[config.mk]
export PLATFORM = sky130hd
export DESIGN_NAME = deck_shuffle_deal_core
export DESIGN_NICKNAME = d
export VERILOG_FILES = /design/src/sv/dsd_pkg.sv /design/src/sv/dsd_front.sv /design/src/sv/dsd_back.sv /design/src/sv/deck_shuffle_deal_core.sv
export SDC_FILE = /design/constraint.sdc
export NUM_CORES = 1
export LEC_CHECK = 0
export ABC_CLOCK_PERIOD_IN_PS = 15200
export BUFFER_PORTS_ARGS = -buffer_cell sky130_fd_sc_hd__buf_2
export CELL_PAD_IN_SITES_DETAIL_PLACEMENT = 1
export CELL_PAD_IN_SITES_GLOBAL_PLACEMENT = 2
export CORE_MARGIN = 10
export CORE_UTILIZATION = 45
export DETAILED_ROUTE_END_ITERATION = 8
export PLACE_DENSITY = 0.81
export SLEW_MARGIN = 30
export SYNTH_ARGS = -nofsm -noshare
export SYNTH_HDL_FRONTEND = slang
export SYNTH_SLANG_ARGS = --single-unit
[constraint.sdc]
create_clock -name clock -period 15.2 [get_ports clock]
set_input_delay 1.52 -clock clock [delete_from_list [all_inputs] [get_ports clock]]
set_output_delay 1.52 -clock clock [all_outputs]
set_load 0.02 [all_outputs]
[src/sv/dsd_pkg.sv]
// Shared types and constants for the deck shuffle-and-deal block.
package dsd_pkg;

   localparam int FUNC_W   = 2;
   localparam int RND_W    = 32;
   localparam int CODE_W   = 6;
   localparam int LEFT_W   = 7;
   localparam int STEP_W   = $clog2(RND_W);

   localparam logic [FUNC_W-1:0] FUNC_NEW  = 2'd0;
   localparam logic [FUNC_W-1:0] FUNC_SWAP = 2'd1;
   localparam logic [FUNC_W-1:0] FUNC_DEAL = 2'd2;

   typedef enum logic [1:0] {
      OP_NEW,
      OP_SWAP,
      OP_DEAL,
      OP_NOP
   } op_type;

   typedef struct packed {
      op_type           op;
      logic [RND_W-1:0] rnd;
   } entry_type;

   typedef struct packed {
      logic      valid;
      entry_type entry;
   } head_type;

endpackage

[src/sv/dsd_front.sv]
// Request intake: decodes the operation and queues requests for the back end.
module dsd_front (
   input  logic                      clock,
   input  logic                      reset,
   input  logic                      req_valid,
   output logic                      req_ready,
   input  logic [dsd_pkg::FUNC_W-1:0] req_func,
   input  logic [dsd_pkg::RND_W-1:0]  req_rnd,
   input  logic                      pop,
   output dsd_pkg::head_type         head
);

   dsd_pkg::entry_type q_ff [2];
   logic               wr_ptr_ff, wr_ptr_in;
   logic               rd_ptr_ff, rd_ptr_in;
   logic [1:0]         count_ff, count_in;
   dsd_pkg::entry_type new_entry;
   logic               push;
   logic               do_pop;

   always_comb begin
      unique case (req_func)
         dsd_pkg::FUNC_NEW:  new_entry.op = dsd_pkg::OP_NEW;
         dsd_pkg::FUNC_SWAP: new_entry.op = dsd_pkg::OP_SWAP;
         dsd_pkg::FUNC_DEAL: new_entry.op = dsd_pkg::OP_DEAL;
         default:            new_entry.op = dsd_pkg::OP_NOP;
      endcase
      new_entry.rnd = req_rnd;
   end

   assign req_ready  = (count_ff != 2'd2);
   assign push       = req_valid && req_ready;
   assign do_pop     = pop && (count_ff != 2'd0);
   assign wr_ptr_in  = push ? ~wr_ptr_ff : wr_ptr_ff;
   assign rd_ptr_in  = do_pop ? ~rd_ptr_ff : rd_ptr_ff;
   assign count_in   = count_ff + {1'b0, push} - {1'b0, do_pop};

   assign head.valid = (count_ff != 2'd0);
   assign head.entry = q_ff[rd_ptr_ff];

   always_ff @(posedge clock) begin
      if (reset) begin
         wr_ptr_ff <= 1'b0;
         rd_ptr_ff <= 1'b0;
         count_ff  <= 2'd0;
      end else begin
         wr_ptr_ff <= wr_ptr_in;
         rd_ptr_ff <= rd_ptr_in;
         count_ff  <= count_in;
      end
   end

   always_ff @(posedge clock) begin
      if (push) begin
         q_ff[wr_ptr_ff] <= new_entry;
      end
   end

endmodule

[src/sv/dsd_back.sv]
// Execution engine: deck memory, bit-serial remainder, swap and deal sequencing.
module dsd_back #(
   parameter int CARD_COUNT = 52
) (
   input  logic                       clock,
   input  logic                       reset,
   input  dsd_pkg::head_type          head,
   output logic                       pop,
   output logic                       rsp_valid,
   input  logic                       rsp_ready,
   output logic [dsd_pkg::CODE_W-1:0] rsp_card_code,
   output logic                       rsp_card_valid,
   output logic                       rsp_shuffle_done,
   output logic [dsd_pkg::LEFT_W-1:0] rsp_cards_left
);

   localparam int IW = $clog2(CARD_COUNT);
   localparam int CW = $clog2(CARD_COUNT + 1);

   typedef enum logic [2:0] {
      S_IDLE,
      S_DIV,
      S_READ,
      S_WRITE_I,
      S_WRITE_J,
      S_DEAL_RD,
      S_RESP
   } state_type;

   state_type                   state_ff, state_in;
   logic [IW-1:0]               swap_ff, swap_in;
   logic [CW-1:0]               deal_ff, deal_in;
   logic [CARD_COUNT-1:0]       vld_ff, vld_in;
   logic [dsd_pkg::RND_W-1:0]   rnd_ff, rnd_in;
   logic [IW-1:0]               rem_ff, rem_in;
   logic [dsd_pkg::STEP_W-1:0]  cnt_ff, cnt_in;
   logic                        vi_ff, vi_in;
   logic                        vj_ff, vj_in;
   logic [dsd_pkg::CODE_W-1:0]  tmp_ff, tmp_in;
   logic [IW-1:0]               addr_ff, addr_in;
   logic [dsd_pkg::CODE_W-1:0]  code_ff, code_in;
   logic                        cvalid_ff, cvalid_in;
   logic                        rsp_valid_ff, rsp_valid_in;
   logic [dsd_pkg::CODE_W-1:0]  rsp_code_ff, rsp_code_in;
   logic                        rsp_cvalid_ff, rsp_cvalid_in;
   logic                        rsp_done_ff, rsp_done_in;
   logic [dsd_pkg::LEFT_W-1:0]  rsp_left_ff, rsp_left_in;

   logic [dsd_pkg::CODE_W-1:0]  deck_mem [CARD_COUNT];
   logic [dsd_pkg::CODE_W-1:0]  rd0_ff, rd1_ff;
   logic                        we;
   logic [IW-1:0]               wa, ra0, ra1;
   logic [dsd_pkg::CODE_W-1:0]  wd;

   logic [IW:0]                 divisor;
   logic [IW:0]                 trial;
   logic [IW-1:0]               deal_idx;
   logic [dsd_pkg::CODE_W-1:0]  val_i, val_j;

   assign divisor  = {1'b0, swap_ff} + {{IW{1'b0}}, 1'b1};
   assign trial    = {rem_ff, rnd_ff[dsd_pkg::RND_W-1]};
   assign deal_idx = deal_ff[IW-1:0];
   assign val_i    = vi_ff ? rd0_ff : dsd_pkg::CODE_W'(swap_ff);
   assign val_j    = vj_ff ? rd1_ff : dsd_pkg::CODE_W'(rem_ff);

   always_comb begin
      state_in      = state_ff;
      swap_in       = swap_ff;
      deal_in       = deal_ff;
      vld_in        = vld_ff;
      rnd_in        = rnd_ff;
      rem_in        = rem_ff;
      cnt_in        = cnt_ff;
      vi_in         = vi_ff;
      vj_in         = vj_ff;
      tmp_in        = tmp_ff;
      addr_in       = addr_ff;
      code_in       = code_ff;
      cvalid_in     = cvalid_ff;
      rsp_valid_in  = rsp_valid_ff && !rsp_ready;
      rsp_code_in   = rsp_code_ff;
      rsp_cvalid_in = rsp_cvalid_ff;
      rsp_done_in   = rsp_done_ff;
      rsp_left_in   = rsp_left_ff;
      pop           = 1'b0;
      we            = 1'b0;
      wa            = swap_ff;
      wd            = val_j;
      ra0           = swap_ff;
      ra1           = rem_ff;
      unique case (state_ff)
         S_IDLE: begin
            if (head.valid) begin
               pop       = 1'b1;
               code_in   = '0;
               cvalid_in = 1'b0;
               state_in  = S_RESP;
               case (head.entry.op)
                  dsd_pkg::OP_NEW: begin
                     vld_in  = '0;
                     swap_in = IW'(CARD_COUNT - 1);
                     deal_in = '0;
                  end
                  dsd_pkg::OP_SWAP: begin
                     if (swap_ff != '0) begin
                        rnd_in   = head.entry.rnd;
                        rem_in   = '0;
                        cnt_in   = '1;
                        state_in = S_DIV;
                     end
                  end
                  dsd_pkg::OP_DEAL: begin
                     if (deal_ff < CW'(CARD_COUNT)) begin
                        ra0      = deal_idx;
                        vi_in    = vld_ff[deal_idx];
                        addr_in  = deal_idx;
                        deal_in  = deal_ff + CW'(1);
                        state_in = S_DEAL_RD;
                     end
                  end
                  default: begin
                  end
               endcase
            end
         end
         S_DIV: begin
            if (trial >= divisor) begin
               rem_in = IW'(trial - divisor);
            end else begin
               rem_in = trial[IW-1:0];
            end
            rnd_in = rnd_ff << 1;
            cnt_in = cnt_ff - dsd_pkg::STEP_W'(1);
            if (cnt_ff == '0) begin
               state_in = S_READ;
            end
         end
         S_READ: begin
            vi_in    = vld_ff[swap_ff];
            vj_in    = vld_ff[rem_ff];
            state_in = S_WRITE_I;
         end
         S_WRITE_I: begin
            we              = 1'b1;
            wa              = swap_ff;
            wd              = val_j;
            tmp_in          = val_i;
            vld_in[swap_ff] = 1'b1;
            state_in        = S_WRITE_J;
         end
         S_WRITE_J: begin
            we             = 1'b1;
            wa             = rem_ff;
            wd             = tmp_ff;
            vld_in[rem_ff] = 1'b1;
            swap_in        = swap_ff - IW'(1);
            deal_in        = '0;
            code_in        = '0;
            cvalid_in      = 1'b0;
            state_in       = S_RESP;
         end
         S_DEAL_RD: begin
            code_in   = vi_ff ? rd0_ff : dsd_pkg::CODE_W'(addr_ff);
            cvalid_in = 1'b1;
            state_in  = S_RESP;
         end
         S_RESP: begin
            if (!rsp_valid_ff || rsp_ready) begin
               rsp_valid_in  = 1'b1;
               rsp_code_in   = code_ff;
               rsp_cvalid_in = cvalid_ff;
               rsp_done_in   = (swap_ff == '0);
               rsp_left_in   = dsd_pkg::LEFT_W'(CARD_COUNT) - dsd_pkg::LEFT_W'(deal_ff);
               state_in      = S_IDLE;
            end
         end
         default: state_in = S_IDLE;
      endcase
   end

   always_ff @(posedge clock) begin
      if (reset) begin
         state_ff     <= S_IDLE;
         swap_ff      <= IW'(CARD_COUNT - 1);
         deal_ff      <= '0;
         vld_ff       <= '0;
         rsp_valid_ff <= 1'b0;
      end else begin
         state_ff     <= state_in;
         swap_ff      <= swap_in;
         deal_ff      <= deal_in;
         vld_ff       <= vld_in;
         rsp_valid_ff <= rsp_valid_in;
      end
      rnd_ff        <= rnd_in;
      rem_ff        <= rem_in;
      cnt_ff        <= cnt_in;
      vi_ff         <= vi_in;
      vj_ff         <= vj_in;
      tmp_ff        <= tmp_in;
      addr_ff       <= addr_in;
      code_ff       <= code_in;
      cvalid_ff     <= cvalid_in;
      rsp_code_ff   <= rsp_code_in;
      rsp_cvalid_ff <= rsp_cvalid_in;
      rsp_done_ff   <= rsp_done_in;
      rsp_left_ff   <= rsp_left_in;
   end

   always_ff @(posedge clock) begin
      if (we) begin
         deck_mem[wa] <= wd;
      end
      rd0_ff <= deck_mem[ra0];
      rd1_ff <= deck_mem[ra1];
   end

   assign rsp_valid        = rsp_valid_ff;
   assign rsp_card_code    = rsp_code_ff;
   assign rsp_card_valid   = rsp_cvalid_ff;
   assign rsp_shuffle_done = rsp_done_ff;
   assign rsp_cards_left   = rsp_left_ff;

endmodule

[src/sv/deck_shuffle_deal_core.sv]
// Deck shuffle-and-deal core: top level joining request intake and execution engine.
//
// Request channel (req_valid/req_ready, req_func, req_rnd): new ordered deck,
// one Fisher-Yates swap step using req_rnd, or deal of the next card.
// Response channel (rsp_valid/rsp_ready): one response per request with the
// dealt card, shuffle status and the number of cards still to deal.
// Requests enter a two-entry queue, so intake continues while the engine works.
// Response paths: a new deck, an unused code, a deal from an empty deck or a swap
// after the shuffle is done goes straight to the response stage. Otherwise a deal
// first reads the deck memory, and a swap step first forms the bit-serial remainder
// of req_rnd by the swap position plus one, followed by a dual-port read and two
// single-port writes of the deck memory. The engine runs one request at a time and
// pops the next one only after the previous response enters the output register.
// Reset restores the ordered deck at once (per-card valid bits), sets the
// swap position to the last card and the deal position to zero.
// A stalled receiver holds the response in the output register; the engine
// finishes its next request and waits, and the queue fills before req_ready drops.
module deck_shuffle_deal_core #(
   parameter int CARD_COUNT = 52
) (
   input  logic                       clock,
   input  logic                       reset,
   input  logic                       req_valid,
   output logic                       req_ready,
   input  logic [dsd_pkg::FUNC_W-1:0] req_func,
   input  logic [dsd_pkg::RND_W-1:0]  req_rnd,
   output logic                       rsp_valid,
   input  logic                       rsp_ready,
   output logic [dsd_pkg::CODE_W-1:0] rsp_card_code,
   output logic                       rsp_card_valid,
   output logic                       rsp_shuffle_done,
   output logic [dsd_pkg::LEFT_W-1:0] rsp_cards_left
);

   dsd_pkg::head_type head;
   logic              pop;

   dsd_front u_front (
      .clock     (clock),
      .reset     (reset),
      .req_valid (req_valid),
      .req_ready (req_ready),
      .req_func  (req_func),
      .req_rnd   (req_rnd),
      .pop       (pop),
      .head      (head)
   );

   dsd_back #(
      .CARD_COUNT (CARD_COUNT)
   ) u_back (
      .clock            (clock),
      .reset            (reset),
      .head             (head),
      .pop              (pop),
      .rsp_valid        (rsp_valid),
      .rsp_ready        (rsp_ready),
      .rsp_card_code    (rsp_card_code),
      .rsp_card_valid   (rsp_card_valid),
      .rsp_shuffle_done (rsp_shuffle_done),
      .rsp_cards_left   (rsp_cards_left)
   );

endmodule

# Yosys cells after proc, flatten, opt, wreduce, memory -nomap -nowiden
# Memories as Yosys holds them, arrays and structs flattened. A register that Yosys moved wholly into a read port is not among the register bits.
# Cells that the tools add are included.
# word_totals
output_inout_bits,17
n_memories,2
ff_bits,151
ramBits,380
elab_cells,163
# op_classes
order_cmp,7
eq_ne,21
muxes,69
bitwise,4
addsub,8
n_reduce_logical,31
# mem_list
name,words,width,rd,rd_clocked_by_memory_dff,wr,line,source
u_back.deck_mem,52,6,2,2,1,dsd_back.sv:49,logic [dsd_pkg::CODE_W-1:0] deck_mem [CARD_COUNT];
u_front.q_ff,2,34,1,1,1,dsd_front.sv:13,dsd_pkg::entry_type q_ff [2];
# ops
op,n
52-bit case mux with 3 select lines,1
6-bit two-way mux,18
52-bit two-way mux,2
52-bit OR,2
32-bit two-way mux,3
32-bit case mux with 2 select lines,1
6-bit case mux with 2 select lines,4
6-bit by 7-bit < comparator with 1-bit output (second input constant),3
1-bit two-way mux,20
1-bit binary-select mux with 6-bit select,3
3-bit case mux with 6 select lines,1
6-bit case mux with 3 select lines,1
4-bit AND reduction,4
5-bit two-way mux,3
1-bit demux with 6-bit select,2
6-bit by 1-bit greater-or-equal comparator with 1-bit output (second input constant),2
3-bit two-way mux,4
2-bit inequality test (second input constant),5
5-bit case mux with 2 select lines,1
3-bit equality test (second input constant),3
3-bit AND reduction,3
2-bit by 1-bit inequality test with 1-bit output (second input constant),4
2-bit nonzero test,4
6-bit by 1-bit adder with 7-bit output (second input constant),1
other kinds (32),45

# Longest topological paths before layout
# Gate-level depths: netlist of run 1.
# depth
depth_word,6
ltp_mapped,17
depth_no_buf,12

# By module
# Synthesis of run 1 repeated with hierarchy kept, for this count alone.
# hier_totals
cells_unflattened,2178
hier_area_um2,25261.7
# by_module_without_submodules
mod,instances,area_per_inst_um2,cells_each
dsd_back,1,22551.6,2041
dsd_front,1,2710.1,137

# Worst setup path after synthesis of run 1
# Ideal clock, no wire load.
# synth_path
path_kind,register -> register
startpoint,reg (tool-made name)
endpoint,reg u_back.cnt_ff[0] (netlist bit) (enable)
stages_incl_launch_ff,7
arrival_time_ns,4.919
path_buffers,2
path_slack_ns,9.771
required_ns,14.690
setup_time_ns,0.510
path_cell_list,dfxtp_1 -> clkbuf_1 -> clkbuf_1 -> mux2i_1 -> ha_1 -> nand2b_1 -> o32ai_1
# synth_lines
item,line,source
end signal: assignment,dsd_back.sv:197,cnt_ff <= cnt_in;
end: declaration,dsd_back.sv:36,"logic [dsd_pkg::STEP_W-1:0] cnt_ff, cnt_in;"

==> impl_metrics.py, run 1 <==
metrics = {
    "run_status": {
        "status": "finished, final reports clean",
    },
    "sta": {
        "slew_headroom_pct": 32.0,
        "final-setup-viol-count": 0,
        "fmax_mhz": 208,
        "hold_violations": 0,
        "worst_pin_slew_ps": 1020,
        "rsz0062_at_grt": "no",
        "skew_ps": 14.1,
        "min_period_ps": 4810,
        "fin_setup_tns_ps": 0,
        "slew_violations": 0,
        "period_share_pct": 31.6,
    },
    "clocking": {
        "postCtsResizedCells": 0,
        "worstSkewPairLatency_ps": 630,
        "clk_pin_slew_ps": 60,
        "cts-root-buf": "clkbuf_16",
        "post_cts_buffers": 0,
        "cts_made_buffers": 58,
        "clock_path_buffers": 3,
        "cts_num_sinks": 544,
        "cts_tree": "done",
        "htree_levels": 2,
        "cts_hold_buf": 0,
    },
    "yosys": {
        "yosysMostFrequentCell": "edfxtp_1",
        "ys.flop_type": "edfxtp_1",
        "synth_top_area_share_pct": 55.2,
        "synth_seq_cells": 544,
        "synth-edff-count": 459,
        "synth_async_sr_flop_share_pct": 0,
        "synth_common_cells": "edfxtp_1, nand2_1, nor2_1",
        "syn_nets": 2202,
        "seq_area_frac_synth_pct": 62.0,
        "yosys.area.top_type": "edfxtp_1",
        "syn_inst": 2145,
        "yosys_warnings": 0,
        "synth_area_per_cell_um2": 11.6,
        "synth_area_leaders": "edfxtp_1, dfxtp_1, nand2_1",
        "post_synth_num_cell_types": 66,
        "synth_area_mm2": 0.0250,
    },
    "die": {
        "num_rows": 86,
        "die_h_um": 256,
        "io_pins": 55,
        "die_area_mm2": 0.0653,
        "fp.dieW_um": 256,
        "initial_utilization_pct": 45.4,
        "core_area_mm2": 0.0550,
    },
    "placement": {
        "place_congestion": 0.909,
        "dpl-instance-area_mm2": 0.0261,
        "dp_hpwl_um": 53800,
        "io_buffers": 54,
    },
    "grt": {
        "overflow": 0,
        "grt_usage_pct": 25.5,
        "globalRouteMet1Util_pct": 33.3,
        "busiest_layer": "met2",
        "grt_util_met2_pct": 40.9,
        "grt_pass1_wl_um": 128000,
        "grt_pass1_vias": 19600,
        "gr-usage-met3_pct": 5.58,
        "grt_max_degree": 88,
        "antenna_found_initial": 1,
    },
    "detailed_routing": {
        "drt-initial-drc-count": 2181,
        "dr.pass1.iters": 5,
        "vias_per_cell": 6.41,
        "drcViolationCount": 0,
        "antenna_left": 0,
        "wl_um": 86000,
        "via_count": 19000,
        "wl_per_cell_um": 29.1,
    },
    "pwr": {
        "power.net_switching_w": 0.00185,
        "sw_frac_of_total_pct": 36.4,
        "power_density_mw_per_mm2": 181,
        "power_frac_comb_pct": 31.0,
        "ir_drop_mv": 0.112,
        "leakagePower_nw": 9.29,
        "p_int_w": 0.00323,
        "power_frac_seq_pct": 40.7,
        "p_clk_share_pct": 28.4,
    },
    "worst_hold_path": {
        "min_from": "u_back.code_ff[1]",
        "hold_path.class": "reg2reg",
        "holdPathStages": 0,
        "hold_end": "u_back.rsp_card_code[1]",
    },
    "setup_path": {
        "critical_path_class": "reg2reg",
        "required_ps": 15770,
        "end_kind": "flop",
        "arrival_ps": 5380,
        "reg2regPathDepth": 11,
        "reg2reg_to": "u_back.rd0_ff[4]",
        "r2r_slack_ps": 10390,
        "start_kind": "flop",
        "cp_max_fo": 76,
    },
    "job": {
        "cap_violations": 0,
    },
    "final_layout": {
        "layout-drive-gt1-share_pct": 12.4,
        "fin_util_pct": 51.1,
        "nFillCells": 5638,
        "antenna_cells": 0,
        "fin_area_mm2": 0.0281,
        "multi_input_area_mm2": 0.00895,
        "syn_to_final_growth_pct": 12.4,
        "nNetsFinal": 2217,
        "regArea_mm2": 0.0155,
    },
}
## worst max path at each step
stage / depth (start not counted) / endpoint / from
2_1_floorplan: 6 / u_back.cnt_ff[0] / flop
3_3_place_gp: 11 / u_back.rd0_ff[2] / flop
3_5_place_dp: 11 / u_back.rd0_ff[2] / flop
4_1_cts: 11 / u_back.rd0_ff[2] / flop
5_1_grt: 11 / u_back.rd0_ff[2] / flop
6_report: 11 / u_back.rd0_ff[4] / flop
## worst max-delay path, cell delays in order, from the launching register on
cell and delay, ps:
dfxtp_4 750, mux2i_1 370, ha_1 300, o21a_1 240, o211ai_4 220, a21boi_4 590, buf_6 640, a21oi_1 110
a221oi_1 560, nor3_1 150, o21ai_0 520, a22o_1 210
## power groups by stage
stage                     sequential (W)  combinational [W]  clock (W)
after floorplan                  0.00207           0.000944          0
after global placement           0.00209            0.00150          0
after detailed placement         0.00210            0.00154          0
after CTS                        0.00207            0.00155    0.00146
after global routing             0.00208            0.00169    0.00152
final                            0.00207            0.00158    0.00144
## flip-flops by register name, summed over array words and instances (netlist names), 2 cells and up, named ones only
name,cells
u_front.count_ff,2
u_back.addr_ff,6
u_back.rd1_ff,6
u_back.state_ff,3
u_back.vld_ff,52
u_back.code_ff,6
u_back.rsp_card_code,6
u_back.deal_ff,6
u_back.rnd_ff,32
u_back.swap_ff,6
u_back.ra1,6
u_back.rsp_cards_left,7
u_back.rd0_ff,6
u_back.cnt_ff,5
u_front.q_ff,68
u_back.deck_mem,312
u_back.tmp_ff,6
## final cells by class
class | count | area share [%]
repair buffers | 105 | 2.42
multi-input cells | 1424 | 31.9
well taps | 748 | 3.33
clock buffers | 70 | 5.53
flip-flops and latches | 544 | 55.2
clock inverters | 38 | 1.33
inverters | 27 | 0.379
## metrics by stage
stage                     total power (W)  std cells  hold WS [ps]  setup WS [ps]
after CTS                         0.00507       2955           418           9980
final                             0.00509       2956           414          10390
after global placement            0.00358       2847           405           9820
after detailed placement          0.00363       2847           407          10000
after floorplan                   0.00301       2145           400           9770
after global routing              0.00528       2956           425          10090
## routing by layer
metal	routed length, µm	share of wire (%)
met5	0	0
met3	7620	8.9
met1	34900	41
met2	40400	47
met4	3180	3.7
## kinds of logic (layout without fill, tap and decap cells)
family / Yosys count / after routing / share of synthesized area [%]
multiplexers: 117 / 117 / 5.86
XOR/XNOR: 26 / 26 / 0.912
flip-flops: 544 / 544 / 62.0
adder cells (fa/ha/maj): 19 / 19 / 0.982
AND/OR/NAND/NOR: 711 / 711 / 12.3
buffers and inverters: 177 / 240 / 3.03
AO/OA/AOI/OAI: 551 / 551 / 14.9
## cells in the final DEF (no fill, tap or decap), drive strengths merged, types with 6 or more instances in the layout
master and instances:
inv 27, nor3 22, o21ai 87, ha 18, mux2i 89, clkinv 27
buf 105, bufinv 6, a21o 6, nand2b 15, mux2 8, a21oi 147
a32oi 30, a22oi 149, xor2 8, mux4 20, nand3 84, dfxtp 85
o221ai 7, nand4 46, edfxtp 459, a221oi 40, a22o 25, nand2 331
clkbuf 70, and3 8, nor2 179, xnor2 18, a31oi 19, o21a 6
nor2b 8
No activity file was read; power rests on OpenSTA's default activity.
==> run 2: changes to the inputs <==
ABC_CLOCK_PERIOD_IN_PS = 3950   (was 15200)
CORE_UTILIZATION = 39   (was 45)
PLACE_DENSITY = 0.75   (was 0.81)
clock period = 3.95 ns   (was 15.2 ns; I/O delays follow)
==> run 2 against run 1 <==
  * Critical path depth did not move
  * Die area up 14%
  * Power grew to 3.9 times the previous value
  * Sequential cell count unchanged
  * Utilization fell by 4.6 points
  * Wire length increased by 5.2%
  * Critical path type unchanged
  * Largest power group unchanged
==> impl_metrics.py, run 2 (synthesis gave the netlist of run 1 again) <==
metrics = {
    "sta": {
        "worst_pin_slew_ps": 925,
        "slew_headroom_pct": 38.1,
        "min_period_ps": 3810,
        "skew_ps": 24.7,
        "rsz0062_at_grt": "no",
        "slew_violations": 0,
        "fmax_mhz": 262,
        "period_share_pct": 96.5,
        "hold_violations": 0,
        "final-setup-viol-count": 0,
        "fin_setup_tns_ps": 0,
    },
    "clocking": {
        "cts-root-buf": "clkbuf_16",
        "clock_path_buffers": 3,
        "cts_tree": "done",
        "cts_num_sinks": 544,
        "worstSkewPairLatency_ps": 660,
        "cts_made_buffers": 59,
        "htree_levels": 2,
        "clk_pin_slew_ps": 60,
    },
    "detailed_routing": {
        "dr.pass1.iters": 6,
        "wl_um": 90500,
        "antenna_left": 0,
        "wl_per_cell_um": 28.4,
        "via_count": 19500,
        "drcViolationCount": 0,
        "drt-initial-drc-count": 1784,
        "vias_per_cell": 6.11,
    },
    "pwr": {
        "leakagePower_nw": 9.99,
        "power_w": 0.0200,
        "power_density_mw_per_mm2": 680,
        "ir_drop_mv": 0.479,
    },
    "final_layout": {
        "largest_register_ffs": 312,
        "syn_to_final_growth_pct": 17.6,
        "regMostFlops": "u_back.deck_mem",
        "nNetsFinal": 2354,
        "final_cell_mix": "edfxtp_1, nand2_1, nor2_1",
        "stdcell_count": 3191,
        "antenna_cells": 0,
        "top_regs": "u_back.deck_mem: 312 flops, u_front.q_ff: 68 flops, u_back.vld_ff: 52 flops",
        "layout-drive-gt1-share_pct": 15.3,
        "layout_commonest_cell": "edfxtp_1",
    },
    "die": {
        "die_area_mm2": 0.0746,
        "fp.dieW_um": 273,
        "num_rows": 92,
        "io_pins": 55,
        "die_h_um": 273,
        "initial_utilization_pct": 39.5,
        "core_area_mm2": 0.0632,
    },
    "setup_path": {
        "end_kind": "flop",
        "arrival_ps": 4350,
        "critical_path_class": "reg2reg",
        "cp_max_fo": 15,
        "required_ps": 4490,
        "start_kind": "flop",
    },
    "grt": {
        "overflow": 0,
        "antenna_found_initial": 3,
        "grt_pass1_wl_um": 132000,
        "grt_pass1_vias": 20000,
        "grt_max_degree": 79,
        "grt_usage_pct": 23.6,
    },
    "placement": {
        "io_buffers": 54,
        "place_congestion": 0.891,
        "dp_hpwl_um": 59000,
        "placedCellCount": 3043,
    },
    "worst_hold_path": {
        "hold_path.class": "in2reg",
    },
    "run_status": {
        "status": "finished, final reports clean",
    },
    "job": {
        "cap_violations": 0,
    },
}
## run 2: cell type report
type	count	area, µm²
fillers	6620	33800
flip-flops and latches	544	15500
multi-input cells	1424	8900
repair buffers	241	1940
clock buffers	68	1520
well taps	846	1060
clock inverters	41	355
inverters	27	106
## run 2: layer usage
| metal | wire, µm | global-route usage [%] |
|---|---|---|
| met1 | 37800 | 31.2 |
| met2 | 41800 | 37.6 |
| met3 | 7270 | 4.34 |
| met4 | 3620 | 9.52 |
| met5 | 22 | 0 |
## run 2: path summary, 6_finish.rpt
| path | slack (ps) | from | to | cells past startpoint |
|---|---|---|---|---|
| worst max-delay path | 140 | flop | u_back.rd0_ff[3] | 11 |
| worst min-delay path | 70 | rsp_ready | u_back.rsp_valid | 3 |
| worst max register to register | 140 | flop | u_back.rd0_ff[3] | 11 |
| worst min register to register | 420 | u_back.code_ff[3] | u_back.rsp_card_code[3] | 0 |
## run 2: timing repair
item / in CTS / in global routing
pin swaps: 1 / 0
resized for setup: 1 / 6
hold endpoints to repair: 68 / 0
hold buffers: 34 / 0
buffers inserted: 3 / 1
endpoints found under the setup margin: 2 / 5
cloned: 0 / 1
## run 2: critical path, stage by stage (launching register included)
cell      delay [ps]
dfxtp_2          350
mux2i_1          310
ha_2             290
o21a_1           250
o211ai_4         220
inv_6            250
mux2i_2          540
buf_4            310
a221oi_1         100
nor3_1           500
o21ai_1          310
a22o_1           250
## run 2: stage by stage
step | setup slack [ps] | hold slack (ps) | instance area [µm²] | utilization [%]
after global placement | -88.9 | 406 | 27100 | 42.8
after detailed placement | -88.3 | 408 | 27100 | 42.9
after CTS | 45.2 | 33.7 | 29300 | 46.4
after global routing | 4.75 | 77.7 | 29400 | 46.5
after floorplan | 3.29 | 400 | 25000 | -
final | 140 | 67.5 | 29400 | 46.5
## run 2: power breakdown
| group | total [W] | internal, W | switching, W |
|---|---|---|---|
| clock network | 0.00542 | 0.00303 | 0.00239 |
| registers | 0.00790 | 0.00759 | 0.000310 |
| logic | 0.00665 | 0.00201 | 0.00464 |
| total | 0.0200 | 0.0126 | 0.00734 |
==> run 3: changes to the inputs <==
ABC_CLOCK_PERIOD_IN_PS = 4700   (was 3950)
CORE_UTILIZATION = 45   (was 39)
PLACE_DENSITY = 0.81   (was 0.75)
clock period = 4.7 ns   (was 3.95 ns; I/O delays follow)
==> run 3 against run 2 <==
  * Largest cell class unchanged
  * Global-route usage grew 3.1 points
  * Final cell count shrank 5.2%
  * Critical endpoint is now u_back.rd0_ff[2]
  * Non-clock buffer count shrank 67
  * Sequential cell count is the same
==> impl_metrics.py, run 3 (synthesis gave the netlist of run 1 again) <==
metrics = {
    "final_layout": {
        "layout_commonest_cell": "edfxtp_1",
        "final_cell_mix": "edfxtp_1, nand2_1, nor2_1",
        "fin_area_mm2": 0.0288,
        "nNetsFinal": 2286,
        "antenna_cells": 0,
        "syn_to_final_growth_pct": 15.2,
        "fin_util_pct": 52.3,
        "top_regs": "u_back.deck_mem: 312 flops, u_front.q_ff: 68 flops, u_back.vld_ff: 52 flops",
        "regMostFlops": "u_back.deck_mem",
        "largest_register_ffs": 312,
        "layout-drive-gt1-share_pct": 13.2,
    },
    "setup_path": {
        "r2r_slack_ps": 370,
        "end_kind": "flop",
        "arrival_ps": 4910,
        "critical_path_class": "reg2reg",
        "crit_slowest_cell": "mux2i_4",
        "path_cells": "mux2i_1 -> ha_1 -> o21a_1 -> o211ai_4 -> inv_6 -> mux2i_4 -> buf_4 -> nand2_1 -> a221oi_1 -> o21ai_0 -> a21oi_1 -> a22o_1",
        "start_kind": "flop",
        "cp_max_fo": 18,
        "reg2reg_to": "u_back.rd0_ff[2]",
        "required_ps": 5280,
        "cpPeakStageDelay_ps": 780,
        "reg2regPathDepth": 12,
    },
    "sta": {
        "fmax_mhz": 231,
        "min_period_ps": 4330,
        "hold_violations": 0,
        "slew_headroom_pct": 27.9,
        "worst_pin_slew_ps": 1080,
        "fin_setup_tns_ps": 0,
        "final-setup-viol-count": 0,
        "setup_slack_ps": 371,
        "period_share_pct": 92.1,
        "skew_ps": 10.2,
        "slew_violations": 0,
        "rsz0062_at_grt": "no",
    },
    "job": {
        "cap_violations": 0,
    },
    "worst_hold_path": {
        "hold_end": "u_front.q_ff[1][21]",
        "holdPathStages": 1,
        "min_from": "req_rnd[21]",
        "hold_path.class": "in2reg",
    },
    "detailed_routing": {
        "wl_per_cell_um": 29.9,
        "drt-initial-drc-count": 2106,
        "antenna_left": 0,
        "dr.pass1.iters": 6,
        "via_count": 19600,
        "wl_um": 90400,
        "drcViolationCount": 0,
        "vias_per_cell": 6.49,
    },
    "pwr": {
        "power_density_mw_per_mm2": 586,
        "p_clk_share_pct": 27.2,
        "power_frac_seq_pct": 39.6,
        "ir_drop_mv": 0.368,
        "power_frac_comb_pct": 33.3,
        "power.net_switching_w": 0.00620,
        "leakagePower_nw": 9.65,
        "sw_frac_of_total_pct": 36.7,
        "power_w": 0.0169,
        "p_int_w": 0.0107,
    },
    "grt": {
        "busiest_layer": "met2",
        "grt_pass1_vias": 20100,
        "gr-usage-met3_pct": 4.44,
        "grt_util_met2_pct": 43.1,
        "antenna_found_initial": 2,
        "grt_max_degree": 73,
        "grt_pass1_wl_um": 133000,
        "globalRouteMet1Util_pct": 35.2,
        "grt_usage_pct": 26.7,
        "overflow": 0,
    },
    "clocking": {
        "clock_path_buffers": 3,
        "cts_made_buffers": 58,
        "cts_tree": "done",
        "worstSkewPairLatency_ps": 640,
        "cts_num_sinks": 544,
        "cts-root-buf": "clkbuf_16",
        "clk_pin_slew_ps": 60,
        "htree_levels": 2,
    },
    "die": {
        "core_area_mm2": 0.0550,
        "initial_utilization_pct": 45.4,
        "fp.dieW_um": 256,
        "num_rows": 86,
        "io_pins": 55,
        "die_area_mm2": 0.0653,
        "die_h_um": 256,
    },
    "placement": {
        "io_buffers": 54,
        "dp_hpwl_um": 58700,
        "dpl-instance-area_mm2": 0.0266,
        "place_congestion": 0.920,
        "dp_slack_ps": 530,
    },
    "run_status": {
        "status": "finished, final reports clean",
    },
}
[run 3: cell count changes in the layout (fill, tap and decap cells not counted), moves of 4 or more]
cell,before,now
buf_4,139,85
buf_16,1,6
clkbuf_1,8,17
o21ai_0,74,78
clkinv_1,17,13
dlygate4sd3_1,34,19
clkinv_2,15,9
[run 3: worst max-delay path: cells and delay by family, from the launching register on]
| family | cells | cell delay [ps] |
|---|---|---|
| AOI/OAI and AO/OA | 6 | 1770 |
| muxes | 2 | 1080 |
| buffers and inverters | 2 | 660 |
| DFF | 1 | 350 |
| adders and majority gates | 1 | 310 |
| and+or+nand+nor | 1 | 90 |
[run 3: metal layers]
layer	vias to the layer above	share of wire (%)
met5	-	0.030
li1	8321	-
met4	4	4.4
met3	247	8.4
met2	1042	47
met1	10000	41
[run 3: area by class of cell]
class	instances	area [µm²]
fill	5668	26200
sequential	544	15500
multi-input combinational	1424	8910
clock buffer	77	1540
timing repair buffer	174	1460
tap	748	936
clock inverter	32	327
inverter	27	106
[run 3: timing repair]
| item | 4_1_cts | 5_1_grt |
|---|---|---|
| setup buffers | 0 | 0 |
| hold buffers | 19 | 0 |
| resized for setup | 0 | 0 |
| endpoints found under the hold margin | 38 | 0 |
[run 3: power groups by stage]
stage	logic (W)	registers (W)	clock network (W)
6_report	0.00561	0.00667	0.00458
4_1_cts	0.00541	0.00667	0.00461
3_5_place_dp	0.00536	0.00676	0
2_1_floorplan	0.00306	0.00668	0
3_3_place_gp	0.00509	0.00675	0
5_1_grt	0.00592	0.00671	0.00481
[run 3: through the flow]
step           instances  hold WS, ps
2_1_floorplan       2145          400
3_3_place_gp        2892          411
3_5_place_dp        2896          407
4_1_cts             3024       0.0531
5_1_grt             3026         14.3
6_report            3026         29.8
[run 3: worst max path at each step]
stage | from | to | depth (start not counted)
floorplan | u_back.ra1[5] | u_back.deck_mem[0][5] | 5
global placement | flop | u_back.rd0_ff[2] | 12
detailed placement | flop | u_back.rd0_ff[2] | 12
CTS | flop | u_back.rd0_ff[2] | 12
global route | flop | u_back.rd0_ff[2] | 12
finish | flop | u_back.rd0_ff[2] | 12
